**config.mk**
```make
export PLATFORM = sky130hd
export DESIGN_NAME = exponential_load_decay
export DESIGN_NICKNAME = d
export VERILOG_FILES = /design/src/sv/elp_pkg.sv /design/src/sv/exponential_load_decay.sv /design/src/sv/elp_cell.sv /design/src/sv/elp_decay.sv
export SDC_FILE = /design/constraint.sdc
export NUM_CORES = 2
export LEC_CHECK = 0
export BUFFER_PORTS_ARGS = -buffer_cell sky130_fd_sc_hd__buf_2
export CAP_MARGIN = 20
export CORE_MARGIN = 4
export CORE_UTILIZATION = 42
export DETAILED_ROUTE_END_ITERATION = 10
export HOLD_SLACK_MARGIN = 0.1
export PLACE_DENSITY = 0.61
export SLEW_MARGIN = 20
export SYNTH_ARGS = -nofsm -noshare
export SYNTH_HDL_FRONTEND = slang
export SYNTH_SLANG_ARGS = --single-unit
```
**constraint.sdc**
```tcl
create_clock -name clk -period 14.75 [get_ports clk]
set_input_delay 2.2125 -clock clk [delete_from_list [all_inputs] [get_ports clk]]
set_output_delay 2.2125 -clock clk [all_outputs]
set_load 0.01 [all_outputs]
```
**src/sv/elp_pkg.sv**
```systemverilog
package elp_pkg;

  // Fixed field widths.
  localparam int TimeW   = 32;
  localparam int ValueW  = 16;
  localparam int IndexW  = 4;
  localparam int ShiftW  = 5;
  localparam int FracW   = 5;
  localparam int WholeW  = 4;

  // Ticks above this limit mean the supplied time is behind the stored time.
  localparam logic [TimeW-1:0] BehindLimit = 32'hFFFF_FC00;
  // Ticks at or above 2^ClearShift clear every counter.
  localparam int ClearShift = 9;
  // A half-life spans 2^HalfLifeLog ticks.
  localparam int HalfLifeLog = 5;

  // Command codes.
  localparam logic CmdAdvance = 1'b0;
  localparam logic CmdWrite   = 1'b1;

  // What the decay unit does to a counter during one advance.
  typedef enum logic [1:0] {
    DECAY_KEEP  = 2'b00,
    DECAY_CLEAR = 2'b01,
    DECAY_SCALE = 2'b10
  } decay_mode_t;

  // Control from the sequencer to the shared decay unit.
  typedef struct packed {
    decay_mode_t       mode;
    logic [FracW-1:0]  frac;
    logic [WholeW-1:0] whole;
  } decay_ctrl_t;

  // Factor round(2^16 * 0.5^(f/32)); a fraction of zero is handled as a factor of one.
  function automatic logic [ValueW-1:0] frac_factor(input logic [FracW-1:0] f);
    logic [ValueW-1:0] r;
    r = '0;
    case (f)
      5'd0:  r = 16'd0;
      5'd1:  r = 16'd64132;
      5'd2:  r = 16'd62757;
      5'd3:  r = 16'd61413;
      5'd4:  r = 16'd60097;
      5'd5:  r = 16'd58809;
      5'd6:  r = 16'd57549;
      5'd7:  r = 16'd56316;
      5'd8:  r = 16'd55109;
      5'd9:  r = 16'd53928;
      5'd10: r = 16'd52773;
      5'd11: r = 16'd51642;
      5'd12: r = 16'd50535;
      5'd13: r = 16'd49452;
      5'd14: r = 16'd48393;
      5'd15: r = 16'd47356;
      5'd16: r = 16'd46341;
      5'd17: r = 16'd45348;
      5'd18: r = 16'd44376;
      5'd19: r = 16'd43425;
      5'd20: r = 16'd42495;
      5'd21: r = 16'd41584;
      5'd22: r = 16'd40693;
      5'd23: r = 16'd39821;
      5'd24: r = 16'd38968;
      5'd25: r = 16'd38133;
      5'd26: r = 16'd37316;
      5'd27: r = 16'd36516;
      5'd28: r = 16'd35734;
      5'd29: r = 16'd34968;
      5'd30: r = 16'd34219;
      5'd31: r = 16'd33486;
      default: r = '0;
    endcase
    return r;
  endfunction

endpackage

```
**src/sv/exponential_load_decay.sv**
```systemverilog
// Bank of LOAD_COUNT 16-bit load counters that decay exponentially with a half-life of
// 32 ticks. A write transaction (cmd 1) sets one counter and returns one result in the
// cycle after it is accepted; the next transaction can be taken in the following cycle,
// unless the output stalls. An advance transaction (cmd 0) is accepted, then works out
// the elapsed ticks and updates the stored time, then takes one step per counter as the
// ring of counter cells rotates through the single shared multiplier, emitting counters
// in ascending index order. Output stall holds the rotation in place. The configuration
// port writes tick_len_log and is always ready; write it only while the block is idle.
module exponential_load_decay #(
  parameter int LOAD_COUNT = 15
) (
  input  logic                        clk,
  input  logic                        rst,
  // Configuration channel.
  input  logic                        cfg_valid,
  output logic                        cfg_ready,
  input  logic [elp_pkg::ShiftW-1:0]  tick_len_log,
  // Input channel.
  input  logic                        in_valid,
  output logic                        in_stall,
  input  logic                        cmd,
  input  logic [elp_pkg::TimeW-1:0]   present_time,
  input  logic [elp_pkg::IndexW-1:0]  write_index,
  input  logic [elp_pkg::ValueW-1:0]  write_value,
  // Output channel.
  output logic                        out_valid,
  input  logic                        out_stall,
  output logic [elp_pkg::IndexW-1:0]  load_index,
  output logic [elp_pkg::ValueW-1:0]  load_value,
  output logic                        time_taken,
  output logic                        last
);
  import elp_pkg::*;

  localparam int CntW = (LOAD_COUNT > 1) ? $clog2(LOAD_COUNT) : 1;
  localparam logic [CntW-1:0] LastIdx = CntW'(LOAD_COUNT - 1);

  typedef enum logic [2:0] {
    ST_IDLE = 3'b001,
    ST_CALC = 3'b010,
    ST_RUN  = 3'b100
  } state_t;

  state_t             state;
  logic [ShiftW-1:0]  tick_shift;
  logic [TimeW-1:0]   last_time;
  logic [TimeW-1:0]   now_q;
  decay_ctrl_t        ctrl;
  logic               taken_q;
  logic [CntW-1:0]    idx;

  logic               in_acc;
  logic               wr_acc;
  logic               out_free;
  logic               step;
  logic [TimeW-1:0]   ticks;
  logic               ticks_ok;
  logic               in_range;
  logic [ValueW-1:0]  head_decayed;

  logic [ValueW-1:0]  cell_val [LOAD_COUNT];
  logic [LOAD_COUNT-1:0] cell_wr;

  // Handshakes.
  assign cfg_ready = 1'b1;
  assign out_free  = !out_valid || !out_stall;
  assign in_stall  = (state != ST_IDLE) || !out_free;
  assign in_acc    = in_valid && !in_stall;
  assign wr_acc    = in_acc && (cmd == CmdWrite);
  assign step      = (state == ST_RUN) && out_free;
  assign in_range  = ({28'd0, write_index} < 32'(LOAD_COUNT));

  // Configuration register.
  always_ff @(posedge clk) begin
    if (rst) begin
      tick_shift <= '0;
    end else if (cfg_valid && cfg_ready) begin
      tick_shift <= tick_len_log;
    end
  end

  // Elapsed ticks since the stored time, with 32-bit wrap.
  assign ticks    = (now_q - last_time) >> tick_shift;
  assign ticks_ok = (ticks != '0) && (ticks <= BehindLimit);

  // Sequencer: accept, set up the decay, then rotate the ring once.
  always_ff @(posedge clk) begin
    if (rst) begin
      state     <= ST_IDLE;
      last_time <= '0;
      idx       <= '0;
      taken_q   <= 1'b0;
      ctrl      <= '{mode: DECAY_KEEP, frac: '0, whole: '0};
    end else begin
      case (state)
        ST_IDLE: begin
          if (in_acc && (cmd == CmdAdvance)) begin
            state <= ST_CALC;
          end
        end
        ST_CALC: begin
          idx     <= '0;
          taken_q <= ticks_ok;
          ctrl.frac  <= ticks[FracW-1:0];
          ctrl.whole <= ticks[HalfLifeLog +: WholeW];
          if (!ticks_ok) begin
            ctrl.mode <= DECAY_KEEP;
          end else if (ticks[TimeW-1:ClearShift] != '0) begin
            ctrl.mode <= DECAY_CLEAR;
          end else begin
            ctrl.mode <= DECAY_SCALE;
          end
          if (ticks_ok) begin
            last_time <= now_q;
          end
          state <= ST_RUN;
        end
        ST_RUN: begin
          if (step) begin
            idx <= idx + 1'b1;
            if (idx == LastIdx) begin
              state <= ST_IDLE;
            end
          end
        end
        default: state <= ST_IDLE;
      endcase
    end
  end

  // Capture the time of every accepted transaction; only an advance makes use of it.
  always_ff @(posedge clk) begin
    if (in_acc) begin
      now_q <= present_time;
    end
  end

  // Shared decay unit on the head of the ring.
  elp_decay u_decay (
    .ctrl      (ctrl),
    .value_in  (cell_val[0]),
    .value_out (head_decayed)
  );

  // Ring of counter cells; each step moves every counter one place toward the head,
  // and the decayed head re-enters at the tail.
  genvar g;
  generate
    for (g = 0; g < LOAD_COUNT; g++) begin : g_cell
      assign cell_wr[g] = wr_acc && ({28'd0, write_index} == 32'(g));
      if (g == LOAD_COUNT - 1) begin : g_tail
        elp_cell u_cell (
          .clk      (clk),
          .rst      (rst),
          .shift_en (step),
          .shift_in (head_decayed),
          .wr_en    (cell_wr[g]),
          .wr_data  (write_value),
          .value    (cell_val[g])
        );
      end else begin : g_body
        elp_cell u_cell (
          .clk      (clk),
          .rst      (rst),
          .shift_en (step),
          .shift_in (cell_val[g+1]),
          .wr_en    (cell_wr[g]),
          .wr_data  (write_value),
          .value    (cell_val[g])
        );
      end
    end
  endgenerate

  // Output register valid flag.
  always_ff @(posedge clk) begin
    if (rst) begin
      out_valid <= 1'b0;
    end else if (wr_acc || step) begin
      out_valid <= 1'b1;
    end else if (!out_stall) begin
      out_valid <= 1'b0;
    end
  end

  // Output register payload.
  always_ff @(posedge clk) begin
    if (wr_acc) begin
      load_index <= write_index;
      load_value <= in_range ? write_value : '0;
      time_taken <= 1'b0;
      last       <= 1'b1;
    end else if (step) begin
      load_index <= IndexW'(idx);
      load_value <= head_decayed;
      time_taken <= taken_q;
      last       <= (idx == LastIdx);
    end
  end

  // An accepted advance always moves on to the setup cycle.
  a_advance_calc: assert property (@(posedge clk) disable iff (rst)
    (in_acc && (cmd == CmdAdvance)) |=> (state == ST_CALC))
    else $error("advance did not enter setup");

  // The stored time follows a valid advance.
  a_time_update: assert property (@(posedge clk) disable iff (rst)
    ((state == ST_CALC) && ticks_ok) |=> (last_time == $past(now_q)))
    else $error("stored time not updated");

  // The final counter of a rotation ends the run.
  a_run_end: assert property (@(posedge clk) disable iff (rst)
    (step && (idx == LastIdx)) |=> (state == ST_IDLE) && out_valid && last)
    else $error("run did not end on the final counter");

  // A result that is not the final one comes only from a running rotation.
  a_mid_result: assert property (@(posedge clk) disable iff (rst)
    (out_valid && !last) |-> (state == ST_RUN))
    else $error("intermediate result outside a rotation");

endmodule

```
**src/sv/elp_cell.sv**
```systemverilog
module elp_cell (
  input  logic                       clk,
  input  logic                       rst,
  input  logic                       shift_en,
  input  logic [elp_pkg::ValueW-1:0] shift_in,
  input  logic                       wr_en,
  input  logic [elp_pkg::ValueW-1:0] wr_data,
  output logic [elp_pkg::ValueW-1:0] value
);
  import elp_pkg::*;

  // One load counter; it either takes a direct write or the value of its neighbor.
  always_ff @(posedge clk) begin
    if (rst) begin
      value <= '0;
    end else if (wr_en) begin
      value <= wr_data;
    end else if (shift_en) begin
      value <= shift_in;
    end
  end

endmodule

```
**src/sv/elp_decay.sv**
```systemverilog
module elp_decay (
  input  elp_pkg::decay_ctrl_t       ctrl,
  input  logic [elp_pkg::ValueW-1:0] value_in,
  output logic [elp_pkg::ValueW-1:0] value_out
);
  import elp_pkg::*;

  logic [2*ValueW-1:0] product;
  logic [ValueW:0]     rounded;
  logic [ValueW:0]     scaled;
  logic [ValueW:0]     shifted;

  // Multiply by the fractional factor and round half up on bit 15.
  assign product = (2*ValueW)'(value_in) * (2*ValueW)'(frac_factor(ctrl.frac));
  assign rounded = (ValueW+1)'(product[2*ValueW-1:ValueW]) +
                   (ValueW+1)'(product[ValueW-1]);

  // A zero fraction means a factor of one, so only the whole halvings apply.
  assign scaled  = (ctrl.frac == '0) ? {1'b0, value_in} : rounded;
  assign shifted = scaled >> ctrl.whole;

  // Select the result for this advance.
  always_comb begin
    case (ctrl.mode)
      DECAY_KEEP:  value_out = value_in;
      DECAY_CLEAR: value_out = '0;
      DECAY_SCALE: value_out = shifted[ValueW-1:0];
      default:     value_out = value_in;
    endcase
  end

endmodule

```
Word level (Yosys, flattened, before mapping)
Memory sizes are Yosys's and may differ from the RTL's. A register that Yosys moved wholly into a read port is not among the register bits.
Index checks and enable logic that the tools add are counted.
W data, S select, Z words.
{ "word_totals": {"register_bits": 351, "latchBits": 0, "mem_bits_rw": 0, "mem_bits_ro": 512, "input_bits": 63, "output_inout_bits": 25, "n_memories": 1} }
{ "classes": {"add_sub_neg": 3, "multipliers": 1, "n_div": 0, "magnitude_cmp": 2, "n_eq_ne": 25, "n_shift": 2, "mux": 48, "bitwise": 1, "n_reduce_logical": 51} }
{ "mem_list": {"columns": ["memory", "words", "word_bits", "rd", "rd_clocked_by_memory_dff", "write_ports", "line", "text"], "rows": [
  ["(name not given)", 32, 16, 1, 1, 0, "elp_pkg.sv:40", "case (f)"]
]} }
{ "op_table": {"columns": ["operator", "count"], "rows": [
  ["$mux W16", 32],
  ["$reduce_bool A2 Y1", 17],
  ["$eq A4 B4 Y1 const B", 8],
  ["$le A32 B32 Y1 const B", 1],
  ["$mul A16 B16 Y32", 1],
  ["$pmux W16 S2", 1],
  ["$reduce_bool A32 Y1", 1],
  ["$shr A32 B5 Y32", 1],
  ["$sub A32 B32 Y32", 1],
  ["$reduce_bool A23 Y1", 1],
  ["$logic_and A1 B1 Y1", 20],
  ["$add A16 B1 Y17", 1],
  ["$mux W17", 1],
  ["$shr A17 B4 Y16", 1],
  ["$eq A4 B3 Y1 const B", 4],
  ["$mux W4", 3],
  ["$mux W5", 2],
  ["$mux W3", 3],
  ["$pmux W3 S3", 1],
  ["$eq A4 B2 Y1 const B", 2],
  ["$pmux W4 S2", 1],
  ["$logic_not A5 Y1", 1],
  ["$add A4 B1 Y4 const B", 1],
  ["$eq A4 B1 Y1 const B", 1],
  ["17 further kinds", 27]
]} }

Depth between registers and ports, before layout
{ "depth": {"depth_word": 9, "ltp_mapped": 34, "ltp_nobuf": 31} }

Modules after synthesis
A second synthesis with hierarchy kept.
{ "hier_totals": {"hier_cells": 3682, "area_unflattened_um2": 32871.5} }
{ "by_module_without_submodules": {"columns": ["module", "n_inst", "cells_each", "area_per_inst_um2", "seq_area_each_um2"], "rows": [
  ["elp_cell", 15, 71, 805.8, 320.3],
  ["elp_decay", 1, 1420, 11373.4, 0.0],
  ["exponential_load_decay", 1, 1197, 9411.5, 2742.6]
]} }

Worst setup path before layout
Ideal clock, no wire load.
{ "synth_path": {"kind": "register -> register", "startpoint": "reg g_cell[0].g_body.u_cell.value[9] (netlist name)", "endpoint": "reg load_value[3] (netlist name), data pin", "setup_time_ns": 0.256, "t_arrival_ns": 7.564, "setup_slack_ns": 6.930, "path_stages_with_launch": 28, "path_buffers": 3, "path_cell_list": "dfxtp_1 > clkbuf_1 > clkbuf_1 > nand2_1 > fa_1 > inv_1 > fa_1 > fa_1 > fa_1 > fa_1 > inv_1 > fa_1 > inv_1 > ha_1 > clkbuf_1 > a21o_1 > or4_1 > o22ai_1 > xnor2_1 > and3_1 > nand4_1 > o31a_1 > o21a_1 > a211o_1 > mux2_2 > a221oi_1 > o21ai_0 > a22o_1"} }
{ "synth_between": {"elab_chain_len": 7} }
{ "synth_rtl": {"columns": ["item", "line", "text"], "rows": [
  ["start: declaration", "elp_cell.sv:8", "output logic [elp_pkg::ValueW-1:0] value"],
  ["start signal: assignment", "elp_cell.sv:17", "value <= wr_data;"],
  ["start signal: assignment", "elp_cell.sv:19", "value <= shift_in;"],
  ["$mul A16 B16 Y32", "elp_decay.sv:14", "assign product = (2*ValueW)'(value_in) * (2*ValueW)'(frac_factor(ctrl.frac));"],
  ["$add A16 B1 Y17", "elp_decay.sv:15", "assign rounded = (ValueW+1)'(product[2*ValueW-1:ValueW]) +"],
  ["$mux W17 *", "elp_decay.sv:19", "assign scaled = (ctrl.frac == '0) ? {1'b0, value_in} : rounded;"],
  ["$shr A17 B4 Y16 *", "elp_decay.sv:20", "assign shifted = scaled >> ctrl.whole;"],
  ["$pmux W16 S2 *", "elp_decay.sv:24", "case (ctrl.mode)"],
  ["$mux W16 *", "exponential_load_decay.sv:193", "end else if (step) begin"],
  ["$mux W16 *", "exponential_load_decay.sv:188", "if (wr_acc) begin"],
  ["end signal: assignment", "exponential_load_decay.sv:190", "load_value <= in_range ? write_value : '0;"],
  ["end signal: assignment", "exponential_load_decay.sv:195", "load_value <= head_decayed;"],
  ["end: declaration", "exponential_load_decay.sv:29", "output logic [elp_pkg::ValueW-1:0] load_value,"]
]} }
Mark *: on every way between the ends. The rest lies on a longest branch, timed or not. The select of a mux whose other input is x is not followed.
A chain may end at the register's enable or synchronous reset.

Final worst setup path
{ "layout_path": {"startpoint": "reg g_cell[0].g_body.u_cell.value[8] (netlist name)", "endpoint": "reg load_value[6] (netlist name), data pin"} }
Same word-level chain as after synthesis.

==> summary.txt <==
DP HPWL = 61960 µm
Syn. warnings = 0
Reg clk slew, reported paths = 0.06 ns
CP max stage cell = dfxtp_1
layout cells sized above 1 = 7.364%
final core utilization = 45.54%
Routed wire per std cell = 18.69 µm
WL final = 89130 µm
Max FO, Critical Path = 21
worst skew pair latency = 0.57 ns
CP dominant cell by count = fa_1
CP Capture Type = flop
PwrDens = 75.92 nW/µm²
slew margin rel. = 25.60%
root buf cell = clkbuf_16
LEAKAGE = 13.11 nW
Post-synth EDFFs = 52
I/O pin total = 88
Tot GR Track Use = 22.62%
FF-to-FF path depth = 25
GR peak layer = met2
CP arrival = 9.36 ns
Post-Syn Instances = 3927
total grt overflow = 0
GR Util met2 = 36.03%
Bufs and invs on worst path = 3
starting density of the core = 42.53%
Seq/Total Area, Yosys = 25.75%
global-route wire length before repair = 145000 µm
Top delay family on crit path = adder cells
Slew @ Worst Pin = 1.115 ns
hold slack = 0.4553 ns
Reg-to-Reg Start = g_cell[0].g_body.u_cell.value[8]$_SDFFE_PP0P_
Resized Gates After CTS = 0
worst hold path class = reg2reg
fraction of the mapped netlist area in compound gates = 18.81%
die area = 77140 µm²
number of port buffers = 86
initial DRC count = 2246
post-synthesis mux area share = 3.697%
WS Path Type = reg2reg
num rows = 98
Fmax = 111.5 MHz
Die Ht = 277.7 µm
Peak VDD IR = 92.92 µV
library cells used by synthesis = 95
Crit path depth = 25
core region area = 71850 µm²
Final period util = 60.79%
minimum clock period = 8.967 ns
XOR/XNOR Fraction of Synth Area = 1.519%
largest family of logic cells by synthesized area = simple AND/OR/NAND/NOR gates
setup bufs post-CTS = 0
Async SR Flop Fraction = 0%
Pins Over Slew Limit = 0
CTS Buf Count = 40
largest net degree at the start of global routing = 106
Setup-failing EPs final = 0
drt pass-1 iters = 5
CP startpoint = g_cell[0].g_body.u_cell.value[8]$_SDFFE_PP0P_
Final Hold Fails = 0
outcome = finished clean
RSZ-0062 raised after global routing = false
GP Congestion = 0.9170
vias in the first global route = 26090
clock sink total = 367
initial antenna violation count = 5
CTS Buffer Depth = 3
H-tree depth = 2
worst stage delay on the critical path = 1.00 ns
Global Route met3 Usage = 3.080%
hold_sp = last_time[7]$_SDFFE_PP0P_
Critical Path RT = 15.14 ns
# DRC = 0
Top FF cell, synth = dfxtp_1
Final Skew = 0.01412 ns
Layout Nets = 4188
Die X = 277.7 µm
Synth Register Bits = 367
Post-Synth Simple-Gate Area = 23.82%
vias after detailed routing = 27140
WHS Path Cells = 2
Sum Neg Setup Slack = 0 ns
area grow syn2layout = 7.067%
vias per cell = 5.691
CTS tree = yes
Max Cap Viol = 0
Post-Synthesis Net Count = 4331
reg2reg setup slack = 5.78 ns
adder-cell share of the synthesized area = 18.73%
DRT antenna net count = 0
syn avg cell area = 7.782 µm²
Hold-fix buffers, CTS = 0
met1 usage = 31.88%
startpoint types = flop
Syn Std Cell Area = 30560 µm²
## cell families after synthesis
family                     count (synthesis)
xor gates and xnor gates                  53
and+or+nand+nor                         1677
AOI/OAI and AO/OA                        786
DFF                                      367
buffers and inverters                    606
other                                      1
adders and majority gates                341
muxes                                     96
## layer usage
| layer | vias to the layer above | wire (µm) |
|---|---|---|
| met4 | 4 | 2857 |
| met3 | 148 | 4955 |
| li1 | 13200 | - |
| met2 | 773 | 40240 |
| met5 | - | 34 |
| met1 | 13020 | 41040 |
## worst paths after layout
kind                                             endpoint
worst min register to register  last_time[7]$_SDFFE_PP0P_
worst min-delay path            last_time[7]$_SDFFE_PP0P_
worst max register to register    load_value[6]$_DFFE_PP_
worst max-delay path              load_value[6]$_DFFE_PP_
## flip-flops by register name, summed over array words and instances, names as in the netlist, 3 cells and up, named ones only
signal / flops
load_value: 16
last_time: 32
idx: 4
g_cell.g_body.u_cell.value: 224
g_cell.g_tail.u_cell.value: 16
now_q: 32
load_index: 4
state: 3
ctrl: 11
tick_shift: 5
## worst reg2reg max path: stages, from the launching register on
cell and delay (ns):
dfxtp_1 1.00, nand2_1 0.20, fa_1 0.58, inv_1 0.05, fa_1 0.48, fa_1 0.61
fa_1 0.45, fa_1 0.49, inv_1 0.05, fa_1 0.47, inv_1 0.05, ha_1 0.38
a21oi_1 0.19, o21bai_1 0.12, a21oi_1 0.36, o211ai_1 0.24, a211oi_1 0.30, xnor2_1 0.25
nand4_1 0.38, o211ai_1 0.29, o311ai_0 0.22, a211oi_1 0.60, o21ai_0 0.18, o311ai_0 0.54
nor2_1 0.10, o221ai_1 0.21
## layout make-up
| cell class | count | area [µm²] |
|---|---|---|
| diodes | 3 | 7.507 |
| multi-input cells | 2954 | 20370 |
| repair buffers | 123 | 752.0 |
| inverters | 298 | 1119 |
| fillers | 7277 | 39140 |
| flip-flops and latches | 367 | 7869 |
| clock inverters | 21 | 279.0 |
| clock buffers | 53 | 1131 |
| well taps | 950 | 1189 |
## report_power, final
group	internal, mW	leakage, nW	total, mW	switching, mW
logic	0.121	9.38	0.356	0.235
clock network	0.633	0.684	1.07	0.435
registers	1.04	3.04	1.06	0.0236
total	1.79	13.1	2.48	0.694
## synth_stat cells, types with 7 or more instances
cell | instances | area (µm²)
o221ai_1 | 7 | 61.31
dfxtp_1 | 315 | 6306
nor3b_1 | 7 | 52.55
or3_1 | 12 | 75.07
fa_1 | 194 | 3884
nor2b_1 | 10 | 62.56
o31a_1 | 7 | 61.31
a21o_1 | 27 | 202.7
nand2_1 | 834 | 3131
a21oi_1 | 112 | 560.5
and3_1 | 25 | 156.4
clkbuf_1 | 259 | 972.2
xor2_1 | 19 | 166.4
o22ai_1 | 18 | 112.6
o21a_1 | 22 | 165.2
a211oi_1 | 40 | 300.3
a22oi_1 | 16 | 120.1
mux2_2 | 21 | 236.5
a311oi_1 | 166 | 1454
a32o_1 | 7 | 70.07
a221oi_1 | 10 | 87.58
nor4_1 | 13 | 81.33
buf_1 | 18 | 67.56
inv_1 | 295 | 1107
a32oi_1 | 10 | 87.58
ha_1 | 147 | 1839
o21bai_1 | 7 | 52.55
mux2i_1 | 63 | 630.6
nor2_1 | 383 | 1438
buf_2 | 25 | 125.1
xnor2_1 | 34 | 297.8
o31ai_1 | 18 | 135.1
nand3_1 | 122 | 610.6
o21ai_0 | 152 | 760.7
or2_2 | 10 | 62.56
o211ai_1 | 27 | 202.7
nor3_1 | 53 | 265.3
nand4_1 | 40 | 250.2
a22o_1 | 8 | 70.07
a31oi_1 | 25 | 156.4
and2_1 | 135 | 844.6
edfxtp_1 | 52 | 1562
mux4_2 | 11 | 247.7
nand2b_1 | 14 | 87.58
a31o_2 | 7 | 61.31
## layout by cell type (no fill, tap or decap), drive strengths merged, types with 28 or more instances in the layout
| cell type | n |
|---|---|
| nand2 | 834 |
| nor2 | 383 |
| dfxtp | 315 |
| inv | 297 |
| fa | 194 |
| a311oi | 167 |
| o21ai | 158 |
| ha | 147 |
| and2 | 135 |
| nand3 | 122 |
| buf | 122 |
| a21oi | 116 |
| mux2i | 63 |
| clkbuf | 54 |
| nor3 | 53 |
| edfxtp | 52 |
| a211oi | 43 |
| nand4 | 40 |
| xnor2 | 34 |
| o211ai | 28 |
## metrics by stage
step | cell area (µm²) | power (mW) | std cells | worst slack (ns)
6_report | 32720 | 2.484 | 4769 | 5.783
5_1_grt | 32710 | 2.590 | 4767 | 5.161
4_1_cts | 32680 | 2.508 | 4765 | 5.896
3_5_place_dp | 31270 | 1.431 | 4691 | 5.889
3_3_place_gp | 31230 | 1.432 | 4689 | 6.018
2_1_floorplan | 30560 | 1.323 | 3927 | 6.930
Note: power is estimated with default switching activity, not from simulation.
